## src/design/esp_pkg.sv

```systemverilog
package esp_pkg;

  localparam int COUNT_WIDTH_DEF = 24;
  localparam int TIMER_WIDTH_DEF = 30;

  localparam int PW_W       = 16;
  localparam int HOLD_W     = 20;
  localparam int FREQ_W     = 21;
  localparam int CFG_IDX_W  = 2;
  localparam int CFG_DATA_W = 21;
  localparam int OUT_DATA_W = 24;

  // Register indexes of the configuration port.
  localparam logic [CFG_IDX_W-1:0] CFG_PULSE_WIDTH = 2'd0;
  localparam logic [CFG_IDX_W-1:0] CFG_HOLDOFF     = 2'd1;
  localparam logic [CFG_IDX_W-1:0] CFG_MAX_FREQ    = 2'd2;

  localparam logic [PW_W-1:0]   PULSE_WIDTH_RST = 16'd100;
  localparam logic [HOLD_W-1:0] HOLDOFF_RST     = 20'd100000;
  localparam logic [FREQ_W-1:0] MAX_FREQ_RST    = 21'd1024000;

  // The count step is clamped to +-127 so that its cube stays exact.
  localparam int STEP_W   = 8;
  localparam int SQ_W     = 16;
  localparam int CUBE_W   = 24;
  localparam int SUM_W    = 25;
  localparam int STEP_LIM = 127;

  // Period numerator: one second in ticks times 512.
  localparam int NUM_W = 29;
  localparam logic [NUM_W-1:0] PERIOD_NUMERATOR = 29'd512000000;

  localparam int QUEUE_DEPTH = 4;

  typedef struct packed {
    logic [PW_W-1:0]   pulse_width;
    logic [HOLD_W-1:0] holdoff;
    logic [FREQ_W-1:0] max_freq;
  } esp_cfg_t;

  typedef struct packed {
    logic              adjust;
    logic [FREQ_W-1:0] freq;
  } esp_entry_t;

endpackage

```

## src/design/esp_front.sv

```systemverilog
module esp_front import esp_pkg::*; #(
  parameter int COUNT_WIDTH = COUNT_WIDTH_DEF
) (
  input  logic                   clk,
  input  logic                   rst,
  input  logic                   in_valid,
  output logic                   in_ready,
  input  logic [COUNT_WIDTH-1:0] in_pos,
  input  esp_cfg_t               cfg,
  input  logic                   q_full,
  output logic                   push,
  output esp_entry_t             push_entry
);

  localparam int DW = COUNT_WIDTH + 1;
  localparam logic [1:0] F_IDLE = 2'd0;
  localparam logic [1:0] F_SQ   = 2'd1;
  localparam logic [1:0] F_CUBE = 2'd2;
  localparam logic [1:0] F_PUSH = 2'd3;
  localparam logic signed [DW-1:0] LIM_HI = DW'(STEP_LIM);
  localparam logic signed [DW-1:0] LIM_LO = -DW'(STEP_LIM);

  logic [1:0]                    state;
  logic [FREQ_W-1:0]             freq;
  logic signed [COUNT_WIDTH-1:0] ref_cnt;
  logic [COUNT_WIDTH-1:0]        pos;
  logic [HOLD_W-1:0]             hold;
  logic signed [STEP_W-1:0]      step;
  logic signed [SQ_W-1:0]        sq;
  logic signed [CUBE_W-1:0]      cube;
  logic                          adj;
  logic                          neg;

  logic [HOLD_W-1:0]        hold_inc;
  logic signed [DW-1:0]     diff;
  logic signed [STEP_W-1:0] step_next;
  logic signed [SUM_W-1:0]  sum;
  logic                     bad;
  logic                     accept;

  assign in_ready = (state == F_IDLE);
  assign accept   = in_valid && in_ready;
  assign hold_inc = (hold != '1) ? hold + 1'b1 : hold;
  assign diff     = $signed({in_pos[COUNT_WIDTH-1], in_pos})
                  - $signed({ref_cnt[COUNT_WIDTH-1], ref_cnt});

  always_comb begin
    if (diff > LIM_HI) begin
      step_next = STEP_W'(STEP_LIM);
    end else if (diff < LIM_LO) begin
      step_next = -STEP_W'(STEP_LIM);
    end else begin
      step_next = diff[STEP_W-1:0];
    end
  end

  assign sum = $signed({{(SUM_W-FREQ_W){1'b0}}, freq}) + cube;
  assign bad = sum[SUM_W-1] || neg
            || (sum > $signed({{(SUM_W-FREQ_W){1'b0}}, cfg.max_freq}));

  assign push              = (state == F_PUSH) && !q_full;
  assign push_entry.adjust = adj;
  assign push_entry.freq   = !adj ? freq : (bad ? '0 : sum[FREQ_W-1:0]);

  always_ff @(posedge clk) begin
    if (rst) begin
      state   <= F_IDLE;
      freq    <= '0;
      ref_cnt <= '0;
      hold    <= '0;
      adj     <= 1'b0;
    end else begin
      unique case (state)
        F_IDLE: begin
          if (accept) begin
            hold  <= hold_inc;
            adj   <= ($signed(in_pos) != ref_cnt) && (hold_inc > cfg.holdoff);
            state <= F_SQ;
          end
        end
        F_SQ:   state <= F_CUBE;
        F_CUBE: state <= F_PUSH;
        F_PUSH: begin
          if (push) begin
            if (adj) begin
              hold <= '0;
              if (bad) begin
                freq    <= '0;
                ref_cnt <= '0;
              end else begin
                freq    <= sum[FREQ_W-1:0];
                ref_cnt <= $signed(pos);
              end
            end
            state <= F_IDLE;
          end
        end
        default: state <= F_IDLE;
      endcase
    end
  end

  // Datapath registers: the cube is built over two multiplier stages.
  always_ff @(posedge clk) begin
    if (accept) begin
      pos  <= in_pos;
      step <= step_next;
      neg  <= in_pos[COUNT_WIDTH-1];
    end
    if (state == F_SQ) begin
      sq <= step * step;
    end
    if (state == F_CUBE) begin
      cube <= sq * step;
    end
  end

endmodule

```

## src/design/esp_queue.sv

```systemverilog
module esp_queue import esp_pkg::*; #(
  parameter int DEPTH = QUEUE_DEPTH
) (
  input  logic       clk,
  input  logic       rst,
  input  logic       push,
  input  esp_entry_t push_entry,
  output logic       full,
  input  logic       pop,
  output logic       valid,
  output esp_entry_t pop_entry
);

  localparam int PTR_W = (DEPTH > 1) ? $clog2(DEPTH) : 1;
  localparam int CNT_W = $clog2(DEPTH + 1);

  esp_entry_t       mem [DEPTH];
  logic [PTR_W-1:0] wr_ptr;
  logic [PTR_W-1:0] rd_ptr;
  logic [CNT_W-1:0] count;

  assign full      = (count == CNT_W'(DEPTH));
  assign valid     = (count != '0);
  assign pop_entry = mem[rd_ptr];

  always_ff @(posedge clk) begin
    if (rst) begin
      wr_ptr <= '0;
      rd_ptr <= '0;
      count  <= '0;
    end else begin
      if (push) begin
        wr_ptr <= (wr_ptr == PTR_W'(DEPTH - 1)) ? '0 : wr_ptr + 1'b1;
      end
      if (pop) begin
        rd_ptr <= (rd_ptr == PTR_W'(DEPTH - 1)) ? '0 : rd_ptr + 1'b1;
      end
      if (push && !pop) begin
        count <= count + 1'b1;
      end else if (pop && !push) begin
        count <= count - 1'b1;
      end
    end
  end

  always_ff @(posedge clk) begin
    if (push) begin
      mem[wr_ptr] <= push_entry;
    end
  end

endmodule

```

## src/design/esp_back.sv

```systemverilog
module esp_back import esp_pkg::*; #(
  parameter int TIMER_WIDTH = TIMER_WIDTH_DEF
) (
  input  logic                  clk,
  input  logic                  rst,
  input  logic                  q_valid,
  input  esp_entry_t            q_entry,
  output logic                  pop,
  input  logic [PW_W-1:0]       pulse_width,
  output logic                  out_valid,
  input  logic                  out_ready,
  output logic [OUT_DATA_W-1:0] out_data
);

  localparam logic [1:0] B_IDLE = 2'd0;
  localparam logic [1:0] B_DIV  = 2'd1;
  localparam logic [1:0] B_SAT  = 2'd2;
  localparam logic [1:0] B_OUT  = 2'd3;
  localparam int CMP_W   = (NUM_W > TIMER_WIDTH) ? NUM_W : TIMER_WIDTH;
  localparam int BIT_W   = $clog2(NUM_W);
  localparam logic [TIMER_WIDTH-1:0] TMAX = '1;
  localparam logic [CMP_W-1:0] TMAX_CMP = CMP_W'(TMAX);

  logic [1:0]             state;
  logic [FREQ_W-1:0]      freq;
  logic [TIMER_WIDTH-1:0] period;
  logic [TIMER_WIDTH-1:0] elapsed;
  logic                   active;
  logic [FREQ_W-1:0]      rem;
  logic [NUM_W-1:0]       quot;
  logic [BIT_W-1:0]       bit_idx;
  logic                   strobe;
  logic [FREQ_W-1:0]      out_freq;

  logic [FREQ_W:0]        rem_sh;
  logic                   ge;
  logic                   out_free;
  logic [TIMER_WIDTH-1:0] el_inc;
  logic [TIMER_WIDTH-1:0] el_next;
  logic                   active_next;
  logic                   lamp;

  assign pop      = (state == B_IDLE) && q_valid;
  assign out_free = !out_valid || out_ready;
  assign out_data = {{(OUT_DATA_W - FREQ_W - 1){1'b0}}, out_freq, strobe};

  // One quotient bit a cycle, most significant bit of the numerator first.
  assign rem_sh = {rem, PERIOD_NUMERATOR[bit_idx]};
  assign ge     = rem_sh >= {1'b0, freq};

  assign el_inc = (elapsed != TMAX) ? elapsed + 1'b1 : elapsed;

  always_comb begin
    if (freq == '0) begin
      active_next = 1'b0;
      el_next     = '0;
    end else if (!active) begin
      active_next = 1'b1;
      el_next     = '0;
    end else begin
      active_next = 1'b1;
      el_next     = (el_inc >= period) ? '0 : el_inc;
    end
    lamp = (freq != '0) && (el_next < TIMER_WIDTH'(pulse_width));
  end

  always_ff @(posedge clk) begin
    if (rst) begin
      state     <= B_IDLE;
      freq      <= '0;
      period    <= '0;
      elapsed   <= '0;
      active    <= 1'b0;
      out_valid <= 1'b0;
    end else begin
      if ((state == B_OUT) && out_free) begin
        out_valid <= 1'b1;
      end else if (out_ready) begin
        out_valid <= 1'b0;
      end
      unique case (state)
        B_IDLE: begin
          if (pop) begin
            freq <= q_entry.freq;
            if (q_entry.adjust && (q_entry.freq != '0)) begin
              state <= B_DIV;
            end else begin
              if (q_entry.adjust) begin
                period <= '0;
              end
              state <= B_OUT;
            end
          end
        end
        B_DIV: begin
          if (bit_idx == '0) begin
            state <= B_SAT;
          end
        end
        B_SAT: begin
          period <= (CMP_W'(quot) > TMAX_CMP) ? TMAX : TIMER_WIDTH'(quot);
          state  <= B_OUT;
        end
        B_OUT: begin
          if (out_free) begin
            active  <= active_next;
            elapsed <= el_next;
            state   <= B_IDLE;
          end
        end
        default: state <= B_IDLE;
      endcase
    end
  end

  always_ff @(posedge clk) begin
    if (pop) begin
      rem     <= '0;
      quot    <= '0;
      bit_idx <= BIT_W'(NUM_W - 1);
    end else if (state == B_DIV) begin
      rem     <= ge ? FREQ_W'(rem_sh - {1'b0, freq}) : rem_sh[FREQ_W-1:0];
      quot    <= {quot[NUM_W-2:0], ge};
      bit_idx <= bit_idx - 1'b1;
    end
    if ((state == B_OUT) && out_free) begin
      strobe   <= lamp;
      out_freq <= freq;
    end
  end

endmodule

```

## src/design/encoder_tuned_strobe_pulser.sv

```systemverilog
// Encoder-tuned strobe pulser.
// Each beat on the slave stream is one microsecond tick carrying the signed
// encoder count; each tick produces exactly one beat on the master stream
// with the lamp level and the current frequency (1/512 Hz units).
// The front end takes a tick, works out the clamped count step and its cube
// in two multiplier stages and updates the frequency when it adjusts it. A
// four-entry queue decouples it from the back end, which recomputes the
// period with a restoring divider (one quotient bit per cycle) whenever the
// frequency has been adjusted to a nonzero value, then advances the pulse
// timer. The front end takes a new tick only once the last one is queued,
// and the back end takes a new entry only once the last result has entered
// the output register. When the receiver stalls, the result waits in the
// output register, the queue fills and s_tready then drops. Reset clears
// the frequency, the reference count and the timers, and loads the register
// defaults. Configuration is written through cfg_we/cfg_index/cfg_data while
// idle; the user must keep to this, as the block itself does not enforce it.
module encoder_tuned_strobe_pulser import esp_pkg::*; #(
  parameter int COUNT_WIDTH = COUNT_WIDTH_DEF,
  parameter int TIMER_WIDTH = TIMER_WIDTH_DEF
) (
  input  logic                                clk,
  input  logic                                rst,
  input  logic                                s_tvalid,
  output logic                                s_tready,
  input  logic [((COUNT_WIDTH+7)/8)*8-1:0]    s_tdata,   // encoder_position
  output logic                                m_tvalid,
  input  logic                                m_tready,
  output logic [OUT_DATA_W-1:0]               m_tdata,   // strobe_out, frequency_value
  input  logic                                cfg_we,
  input  logic [CFG_IDX_W-1:0]                cfg_index,
  input  logic [CFG_DATA_W-1:0]               cfg_data
);

  esp_cfg_t   cfg;
  esp_entry_t push_entry;
  esp_entry_t pop_entry;
  logic       q_push;
  logic       q_pop;
  logic       q_full;
  logic       q_valid;

  always_ff @(posedge clk) begin
    if (rst) begin
      cfg.pulse_width <= PULSE_WIDTH_RST;
      cfg.holdoff     <= HOLDOFF_RST;
      cfg.max_freq    <= MAX_FREQ_RST;
    end else if (cfg_we) begin
      unique case (cfg_index)
        CFG_PULSE_WIDTH: cfg.pulse_width <= cfg_data[PW_W-1:0];
        CFG_HOLDOFF:     cfg.holdoff     <= cfg_data[HOLD_W-1:0];
        CFG_MAX_FREQ:    cfg.max_freq    <= cfg_data[FREQ_W-1:0];
        default: ;
      endcase
    end
  end

  esp_front #(
    .COUNT_WIDTH(COUNT_WIDTH)
  ) u_front (
    .clk       (clk),
    .rst       (rst),
    .in_valid  (s_tvalid),
    .in_ready  (s_tready),
    .in_pos    (s_tdata[COUNT_WIDTH-1:0]),
    .cfg       (cfg),
    .q_full    (q_full),
    .push      (q_push),
    .push_entry(push_entry)
  );

  esp_queue #(
    .DEPTH(QUEUE_DEPTH)
  ) u_queue (
    .clk       (clk),
    .rst       (rst),
    .push      (q_push),
    .push_entry(push_entry),
    .full      (q_full),
    .pop       (q_pop),
    .valid     (q_valid),
    .pop_entry (pop_entry)
  );

  esp_back #(
    .TIMER_WIDTH(TIMER_WIDTH)
  ) u_back (
    .clk        (clk),
    .rst        (rst),
    .q_valid    (q_valid),
    .q_entry    (pop_entry),
    .pop        (q_pop),
    .pulse_width(cfg.pulse_width),
    .out_valid  (m_tvalid),
    .out_ready  (m_tready),
    .out_data   (m_tdata)
  );

  // The lamp is never lit while the frequency is zero.
  a_lamp_needs_freq: assert property (@(posedge clk) disable iff (rst)
    m_tvalid |-> !(m_tdata[0] && (m_tdata[FREQ_W:1] == '0)))
    else $error("strobe high at zero frequency");

  // The front end handles one tick at a time.
  a_front_single: assert property (@(posedge clk) disable iff (rst)
    s_tvalid && s_tready |=> !s_tready)
    else $error("front end accepted a tick while busy");

  // The queue is never written while full.
  a_queue_no_overflow: assert property (@(posedge clk) disable iff (rst)
    q_push |-> !q_full || q_pop)
    else $error("queue overflow");

  // A beat is only popped when one is stored.
  a_queue_no_underflow: assert property (@(posedge clk) disable iff (rst)
    q_pop |-> q_valid)
    else $error("queue underflow");

endmodule
```

## config.mk

```make
export PLATFORM = sky130hd
export DESIGN_NAME = encoder_tuned_strobe_pulser
export DESIGN_NICKNAME = d
export VERILOG_FILES = /design/src/design/esp_pkg.sv /design/src/design/esp_front.sv /design/src/design/esp_queue.sv /design/src/design/esp_back.sv /design/src/design/encoder_tuned_strobe_pulser.sv
export SDC_FILE = /design/constraint.sdc
export NUM_CORES = 1
export LEC_CHECK = 0
export ABC_AREA = 1
export CORE_ASPECT_RATIO = 2
export CORE_UTILIZATION = 35
export DETAILED_ROUTE_END_ITERATION = 10
export DONT_BUFFER_PORTS = 1
export SYNTH_ARGS = -nofsm -noshare
export SYNTH_HDL_FRONTEND = slang
export SYNTH_HIERARCHICAL = 1
export SYNTH_SLANG_ARGS = --single-unit
```

## constraint.sdc

```tcl
create_clock -name clk -period 14.1 [get_ports clk]
set_clock_uncertainty 0.05 [all_clocks]
set_input_delay 0.705 -clock clk [delete_from_list [all_inputs] [get_ports clk]]
set_output_delay 0.705 -clock clk [all_outputs]
set_load 0.01 [all_outputs]
```

# --- Word-level counts from Yosys, hierarchy flattened ---
# Memory sizes are Yosys's and may differ from the RTL's. A register that Yosys moved wholly into a read port is not among the register bits.
# Index checks and enable logic that the tools add are counted.
word_totals:
  input_bits: 52
  regBits: 367
  mem_bits_rw: 88
  romBits: 32
  latch_bits: 0
  memories: 2
classes:
  n_mux: 40
  bitwise: 0
  add_sub_neg: 10
  multipliers: 2
  n_eq_ne: 22
  n_shift: 0
  order_cmp: 8
  div_mod_pow: 0
  reduce_logical: 41
memory_table:
  columns: ["memory", "words", "width", "rd", "rd_clocked_by_memory_dff", "write_ports", "line", "source"]
  rows:
  - ["u_queue.mem", 4, 22, 1, 1, 1, "esp_queue.sv:17", "esp_entry_t mem [DEPTH];"]
  - ["(no name shown)", 32, 1, 1, 1, 0, "esp_back.sv:48", "assign rem_sh = {rem, PERIOD_NUMERATOR[bit_idx]};"]
op_table:
  columns: ["cell", "n"]
  rows:
  - ["30-bit 2-to-1 mux", 7]
  - ["20-bit 2-to-1 mux", 4]
  - ["21-bit 2-to-1 mux", 3]
  - ["30-bit one-hot mux with 2 select lines", 1]
  - ["21-bit nonzero test", 2]
  - ["20-bit one-hot mux with 2 select lines", 1]
  - ["30-bit by 1-bit adder with 30-bit output (second input constant)", 1]
  - ["30-bit >= comparator", 1]
  - ["30-bit by 16-bit less-than comparator with 1-bit output", 1]
  - ["30-bit inequality test (second input constant)", 1]
  - ["22-bit by 24-bit adder with 25-bit output", 1]
  - ["25-bit by 22-bit greater-than comparator with 1-bit output", 1]
  - ["25-bit by 8-bit greater-than comparator with 1-bit output (second input constant)", 1]
  - ["25-bit by 8-bit less-than comparator with 1-bit output (second input constant)", 1]
  - ["24-bit by 24-bit subtractor with 25-bit output", 1]
  - ["16-bit by 8-bit multiplier with 24-bit output", 1]
  - ["24-bit 2-to-1 mux", 1]
  - ["24-bit inequality test", 1]
  - ["22-bit by 21-bit >= comparator with 1-bit output", 1]
  - ["21-bit zero test", 1]
  - ["21-bit subtractor", 1]
  - ["20-bit by 1-bit adder with 20-bit output (second input constant)", 1]
  - ["20-bit greater-than comparator", 1]
  - ["2-bit 2-to-1 mux", 10]
  - ["other kinds (28)", 78]

# --- Longest topological paths before layout ---
# Gate-level depths: netlist of the first run.
depth:
  ltp_word: 8
  ltp_mapped: 32
  ltp_nobuf: 30

# --- Cells and area by module ---
# Netlist of the first run, hierarchy kept.
by_module_without_submodules:
  columns: ["module", "cells_per_inst", "area_each_um2", "seq_area_each_um2", "n_inst"]
  rows:
  - ["esp_front", 2520, 17651.9, 3493.4, 1]
  - ["esp_back", 1207, 9187.6, 3463.3, 1]
  - ["esp_queue", 273, 3754.9, 2822.7, 1]
  - ["encoder_tuned_strobe_pulser", 341, 2336.0, 1141.1, 1]

# --- Least setup slack after synthesis of the first run ---
# OpenSTA, ideal clock, no wires.
synth_timing:
  kind: "register -> register"
  startpoint: "register u_front.step[7]"
  endpoint: "register u_front.cube[21] (data pin)"
  stages_incl_launch_ff: 23
  setup_ps: 259
  slack_ps: 8941
  synth_period_minus_slack_ps: 5159
  path_buffers: 2
  t_arrival_ps: 4850
  path_cell_list: "edfxtp_1 clkbuf_1 inv_2 clkbuf_1 nor2_1 fa_1 inv_1 fa_1 inv_1 fa_1 inv_1 fa_1 inv_1 ha_1 a21oi_1 inv_1 a21oi_1 nand2_1 a31oi_1 o21ai_0 nand3_1 nand2_1 xor2_1"
synth_via:
  elab_chain_len: 1
synth_lines:
  columns: ["element", "line", "source"]
  rows:
  - ["from (decl)", "esp_front.sv:28", "logic signed [STEP_W-1:0] step;"]
  - ["from (signal assigned)", "esp_front.sv:107", "step <= step_next;"]
  - ["16-bit by 8-bit multiplier with 24-bit output", "esp_front.sv:114", "cube <= sq * step;"]
  - ["to (signal assigned)", "esp_front.sv:114", null]
  - ["to (decl)", "esp_front.sv:30", "logic signed [CUBE_W-1:0] cube;"]
# No other way between the ends.
# A chain may end at the register's enable or synchronous reset.

# --- Worst setup path after layout of the first run ---
layout_timing:
  startpoint: "register u_front.step[4]"
  endpoint: "register u_front.cube[22] (data pin)"
# The elaborated chain is that of the path after synthesis.

==> results of run 1 <==
==> sequential cells by signal, indices dropped and copies added, names as in the netlist, 8 cells and up, named ones only <==
name             cells
cfg                 57
u_front/freq        21
u_front/step         8
u_back/quot         29
u_back/period       29
u_front/hold        20
u_back/freq         21
u_front/sq          15
u_back/out_freq     21
u_front/cube        24
u_back/rem          21
u_back/elapsed      30
u_front/pos         24
u_queue/mem         88
u_front/ref_cnt     24
==> critical path, cell delays in order (launching register included) <==
cell	delay, ps
edfxtp_1	790
nand2_1	190
inv_1	70
fa_1	540
inv_1	50
fa_1	470
inv_1	50
fa_1	520
inv_1	50
fa_1	530
inv_1	40
ha_1	350
nand2_1	90
nor2_1	40
a211oi_1	400
o21ai_0	330
nand3_1	190
nand4_1	160
nand3_1	100
nand2_1	60
xor2_1	130
==> per-layer routing <==
metal,share of wire [%],up-vias
li1,-,13600
met1,34,12700
met2,56,478
met3,3.2,239
met4,6.9,0
met5,0,-
==> cells by family (layout without fill, tap and decap cells) <==
kind of cell	Yosys count	after routing
buffers and inverters	959	907
AND/OR/NAND/NOR	1802	1802
multiplexers	1	1
flip-flops	455	455
XOR/XNOR	109	109
other	3	7
AO/OA/AOI/OAI	624	624
adder cells (fa/ha/maj)	388	388
==> stage by stage <==
step | cells | setup slack [ps] | utilization, %
2_1_floorplan | 4344 | 8940 | -
3_3_place_gp | 5402 | 8650 | 36.4
3_5_place_dp | 5402 | 8670 | 36.4
4_1_cts | 5492 | 8630 | 38.1
5_1_grt | 5493 | 8310 | 38.1
6_report | 5493 | 8600 | 38.1
==> cell usage in the layout (no fill, tap or decap), types with 35 or more instances in the layout <==
| cell type | count |
|---|---|
| a211oi_1 | 39 |
| a21oi_1 | 306 |
| clkbuf_16 | 50 |
| dfxtp_1 | 274 |
| edfxtp_1 | 181 |
| fa_1 | 149 |
| ha_1 | 239 |
| inv_1 | 784 |
| nand2_1 | 953 |
| nand3_1 | 152 |
| nand4_1 | 98 |
| nor2_1 | 437 |
| nor3_1 | 35 |
| o21ai_0 | 173 |
| xor2_1 | 73 |
==> final timing paths <==
kind	from	to	cells after the start	slack, ps
worst max-delay path	u_front/step[4]$_SDFFCE_PP1P_	u_front/cube[22]$_DFFE_PP_	20	8600
worst min-delay path	rst	u_back/elapsed[2]$_SDFFE_PP0P_	1	90
worst max register to register	u_front/step[4]$_SDFFCE_PP1P_	u_front/cube[22]$_DFFE_PP_	20	8600
worst min register to register	u_back/freq[9]$_SDFFE_PP0P_	u_back/out_freq[9]$_DFFE_PP_	0	390
==> layout make-up <==
| cell class | count | area, sq um | share of cell area (%) |
|---|---|---|---|
| antenna | 1 | 2.50 | 0.00706 |
| clock buffer | 63 | 1350 | 3.81 |
| clock inverter | 27 | 300 | 0.848 |
| inverter | 800 | 3010 | 8.50 |
| multi-input combinational | 2930 | 18200 | 51.4 |
| sequential | 455 | 10900 | 30.8 |
| tap | 1200 | 1500 | 4.24 |
| timing repair buffer | 17 | 128 | 0.360 |
==> flow_summary.json, run 1 <==
{
  "slew_viols_final": 0,
  "clkLatencyLatePin_ps": 620,
  "tritoncts_num_sinks": 455,
  "post_route_cell_area_sq_um": 35400,
  "crit_arrival_ps": 5790,
  "netlist_top_cells_area": "dfxtp_1, edfxtp_1, nand2_1",
  "drt-total-wl_um": 88300,
  "crit_path_max_fanout": 24,
  "synth-simple-area-share_pct": 23.8,
  "cp_data_required_time_ps": 14390,
  "cts_resized": 0,
  "yosys.area_share.adder_pct": 18.1,
  "ios": 78,
  "gr-max-usage-layer": "met2",
  "ys_warn_count": 6,
  "drt_iter0_drc": 1241,
  "grt.total_usage_pct": 18.6,
  "totalNegativeSetupSlack_ps": 0,
  "yosysMostFrequentCell": "nand2_1",
  "path_category_of_the_worst_min_delay_check": "in2reg",
  "first_global_vias": 27700,
  "nNetsFinal": 4692,
  "max_slew_margin_pct": 26.0,
  "post-cts-setup-buffers": 0,
  "syn_area_per_cell_sq_um": 7.59,
  "cts_inserted_buffers": 48,
  "chipHeight_um": 436,
  "synth_xor_area_share_pct": 2.94,
  "grt-ovfl-total": 0,
  "worst_setup_path_start_kind": "register",
  "syn_to_final_growth_pct": 7.59,
  "groute.layer.met2.usage_pct": 37.9,
  "synth.cell_area_sq_um": 32900,
  "final.min_clock_period_ps": 5500,
  "synthDominantCellAreaShare_pct": 16.7,
  "synth_top_family_by_area": "simple AND/OR/NAND/NOR gates",
  "vias": 27100,
  "core_sq_um": 92900,
  "postCtsHoldBufs": 0,
  "global_route_wire_length_before_repair_um": 141000,
  "hold_viol": 0,
  "maximum_number_of_pins_on_one_net_before_global_route_repair": 108,
  "top_cell_type_by_total_area_after_synthesis": "dfxtp_1",
  "fillCellCount": 9693,
  "die-width_um": 219,
  "postSynthCellCount": 4341,
  "clockBufferDepth": 3,
  "layout_worst_path_cycle_share_pct": 39.0,
  "synth_enable_flop_cells": 181,
  "synth_sequential_area_ratio_pct": 33.2,
  "cts_tree": "built",
  "asyncSetResetFlopFracSynth_pct": 0,
  "grt_antenna_before_repair": 1,
  "initial_core_util_pct": 35.4,
  "buffer_ports.inserted": 0,
  "netlist_top_cells_count": "nand2_1, inv_1, nor2_1, a21oi_1, dfxtp_1",
  "wire_per_inst_um": 16.1,
  "clkTransAtPathRegs_ps": 70,
  "place_area_sq_um": 33800,
  "fmaxAchievable_ghz": 0.182,
  "grt_util_met3_pct": 2.26,
  "yosys-mux-area-fraction_pct": 0.0304,
  "post_synth_num_cell_types": 67,
  "first_pass_iters": 5,
  "finalWeightedCongestion": 0.962,
  "fp-row-count": 158,
  "dominantRegCellSynth": "dfxtp_1",
  "setup_repair_after_global_routing_missed_its_margin": "false",
  "run_status": "completed",
  "critical_path_class": "reg2reg",
  "ys_seq_elements": 455,
  "globalRouteMet1Util_pct": 16.6,
  "total_die_area_sq_um": 95400,
  "vias_per_cell": 4.93,
  "drv_cap": 0,
  "place.detailed.hpwl_um": 68900,
  "setup_viol_count_final": 0,
  "synth-compound-area-share_pct": 10.3,
  "final_antenna_net_count": 0,
  "tightest_slew_ps": 1110,
  "fraction_of_layout_instances_using_a_drive_strength_above_1_pct": 4.92,
  "h_tree_levels": 2,
  "clock_root_buffer": "clkbuf_16",
  "hold-worst-slack_ps": 91.8,
  "endpoint_kind": "register",
  "drcViolationCount": 0
}
Power of run 1 is not shown: default switching activity piles up to over one toggle a cycle in this logic, so the estimate is an artifact.
==> inputs of run 2 (changes only) <==
- clock period: 14.1 -> 5.6 ns (I/O delays scaled with it)
==> run 2 against run 1 <==
Via count is 0.93% higher. Utilization increased by 0.71 points. First-iteration DRC count is 12% higher. Routed wire length increased by 3.1%. Final area grew 1.9%. Global-route usage rose by 0.42 points. Critical endpoint is now u_front/cube[18]$_DFFE_PP_.
==> flow_summary.json, run 2 (synthesized netlist as in run 1, its figures left out) <==
{
  "total_die_area_sq_um": 95400,
  "ios": 78,
  "drt_iter0_drc": 1393,
  "fp-row-count": 158,
  "reg2reg_depth": 21,
  "drcViolationCount": 0,
  "final_cell_mix": "nand2_1, inv_1, nor2_1, a21oi_1, dfxtp_1",
  "tightest_slew_ps": 1130,
  "crit_path_max_fanout": 16,
  "wire_per_inst_um": 16.4,
  "layout.cells.most_common": "nand2_1",
  "antenna-diode-count": 0,
  "max_flop_register": "u_queue/mem",
  "clock_root_buffer": "clkbuf_16",
  "crit_arrival_ps": 5570,
  "chipHeight_um": 436,
  "placed_cells_incl_taps": 5415,
  "global_route_wire_length_before_repair_um": 143000,
  "place.detailed.hpwl_um": 70500,
  "cpPeakStageDelay_ps": 680,
  "hold_viol": 0,
  "fmaxAchievable_ghz": 0.189,
  "worstReg2RegStart": "u_front/step[2]$_SDFFCE_PP1P_",
  "final.min_clock_period_ps": 5290,
  "vias": 27300,
  "slew_viols_final": 0,
  "die-width_um": 219,
  "critical_path_class": "reg2reg",
  "cts_tree": "built",
  "hold_start": "s_tdata[1]",
  "grt.total_usage_pct": 19.1,
  "worst_path_cell_with_the_longest_stage_delay": "edfxtp_1",
  "cts_inserted_buffers": 46,
  "largest_reg_flops": 88,
  "critical_path.startpoint": "u_front/step[2]$_SDFFCE_PP1P_",
  "m1WireLength_um": 30900,
  "tritoncts_num_sinks": 455,
  "route.top_layer_used": "met4",
  "post-cts-setup-buffers": 0,
  "worst_path_most_repeated_cell": "inv_1",
  "finalWeightedCongestion": 0.947,
  "max_slew_margin_pct": 24.3,
  "endpoint_kind": "register",
  "worst_slack_ps": 314,
  "nNetsFinal": 4760,
  "first_global_vias": 27800,
  "core_sq_um": 92900,
  "reg.largest.list": "u_queue/mem: 88 flops, cfg: 57 flops, u_back/elapsed: 30 flops",
  "layout_worst_path_cycle_share_pct": 94.4,
  "drv_cap": 0,
  "dp_slack_ps": 354,
  "path_category_of_the_worst_min_delay_check": "in2reg",
  "cp_data_required_time_ps": 5890,
  "setup_viol_count_final": 0,
  "vias_per_cell": 4.92,
  "first_pass_iters": 5,
  "clkLatencyLatePin_ps": 610,
  "maximum_number_of_pins_on_one_net_before_global_route_repair": 107,
  "final_antenna_net_count": 0,
  "buffer_ports.inserted": 0,
  "whs_endpoint": "u_front/step[1]$_SDFFCE_PP1P_",
  "grt-ovfl-total": 0,
  "fillCellCount": 9643,
  "worst_setup_path_start_kind": "register",
  "reg2reg_to": "u_front/cube[18]$_DFFE_PP_",
  "grt_antenna_before_repair": 0,
  "totalNegativeSetupSlack_ps": 0,
  "path_cells": "nand2_1 > inv_1 > fa_1 > inv_1 > fa_1 > inv_1 > fa_1 > inv_1 > fa_1 > inv_1 > ha_1 > nand2_1 > nor2_1 > a211oi_1 > o21ai_0 > nand2_1 > nand2_1 > inv_1 > nor3_1 > nor3_1 > xnor2_1",
  "syn_to_final_growth_pct": 9.59,
  "drt-total-wl_um": 91000,
  "run_status": "completed",
  "clockBufferDepth": 3,
  "h_tree_levels": 2,
  "initial_core_util_pct": 35.4,
  "timing.hold.worst_path_depth": 3,
  "setup.reg_to_reg.worst_slack_ps": 310,
  "route.met3.wl_um": 2550,
  "clkTransAtPathRegs_ps": 60,
  "fraction_of_layout_instances_using_a_drive_strength_above_1_pct": 5.14,
  "final_cell_count_no_fill": 5556,
  "met2WireLength_um": 51300,
  "setup_repair_after_global_routing_missed_its_margin": "false"
}
## run 2: cell types whose count changed in the layout (fill, tap and decap cells not counted), sizes merged
| cell | previous run | this run |
|---|---|---|
| dlygate4sd3 | 0 | 55 |
| buf | 17 | 32 |
| clkinv | 15 | 12 |
| clkinvlp | 7 | 5 |
| bufinv | 4 | 5 |
| clkbuf | 63 | 62 |
| diode | 1 | 0 |
| inv | 801 | 800 |
## run 2: critical path: cells and delay by family (launching register included)
family	cells	cell delay, ps
XOR/XNOR	1	80
adder cells (fa/ha/maj)	5	2330
AND/OR/NAND/NOR	7	700
buffers and inverters	6	330
flip-flops	1	680
AO/OA/AOI/OAI	2	810
## run 2: layout make-up
class | instances | area [sq um] | area share, %
Clock buffer | 62 | 1330 | 3.70
Clock inverter | 22 | 280 | 0.777
Inverter | 800 | 3010 | 8.35
Multi-Input combinational cell | 2930 | 18200 | 50.5
Sequential cell | 455 | 10900 | 30.3
Tap cell | 1200 | 1500 | 4.16
Timing Repair Buffer | 87 | 823 | 2.28
## run 2: repair_timing
action                                 in CTS  in global routing
endpoints found under the hold margin     191                  0
gates resized for setup                     0                  0
hold buffers                               57                  0
## run 2: how the worst max path moves through the flow
stage | end | slack, ps | cells after the start
finish | u_front/cube[18]$_DFFE_PP_ | 310 | 21
global route | u_front/cube[18]$_DFFE_PP_ | 30 | 21
CTS | u_front/cube[18]$_DFFE_PP_ | 330 | 21
detailed placement | u_front/cube[18]$_DFFE_PP_ | 350 | 21
global placement | u_front/cube[18]$_DFFE_PP_ | 310 | 21
floorplan | u_front/cube[21]$_DFFE_PP_ | 440 | 22
## run 2: routing by layer
layer | up-vias | global-route usage [%]
li1 | 13800 | -
met1 | 12900 | 16.9
met2 | 479 | 38.9
met3 | 236 | 2.14
met4 | 0 | 12.3
met5 | - | 0
## run 2: stage by stage
step                      hold WS (ps)  cell area [sq um]  utilization, %
after CTS                         6.72              36100            38.8
final                             48.0              36100            38.8
after global routing              47.5              36100            38.8
after detailed placement           316              33900            36.5
after global placement             317              33900            36.5
after floorplan                    302              32900               -
Power of run 2 is left out for the same reason.
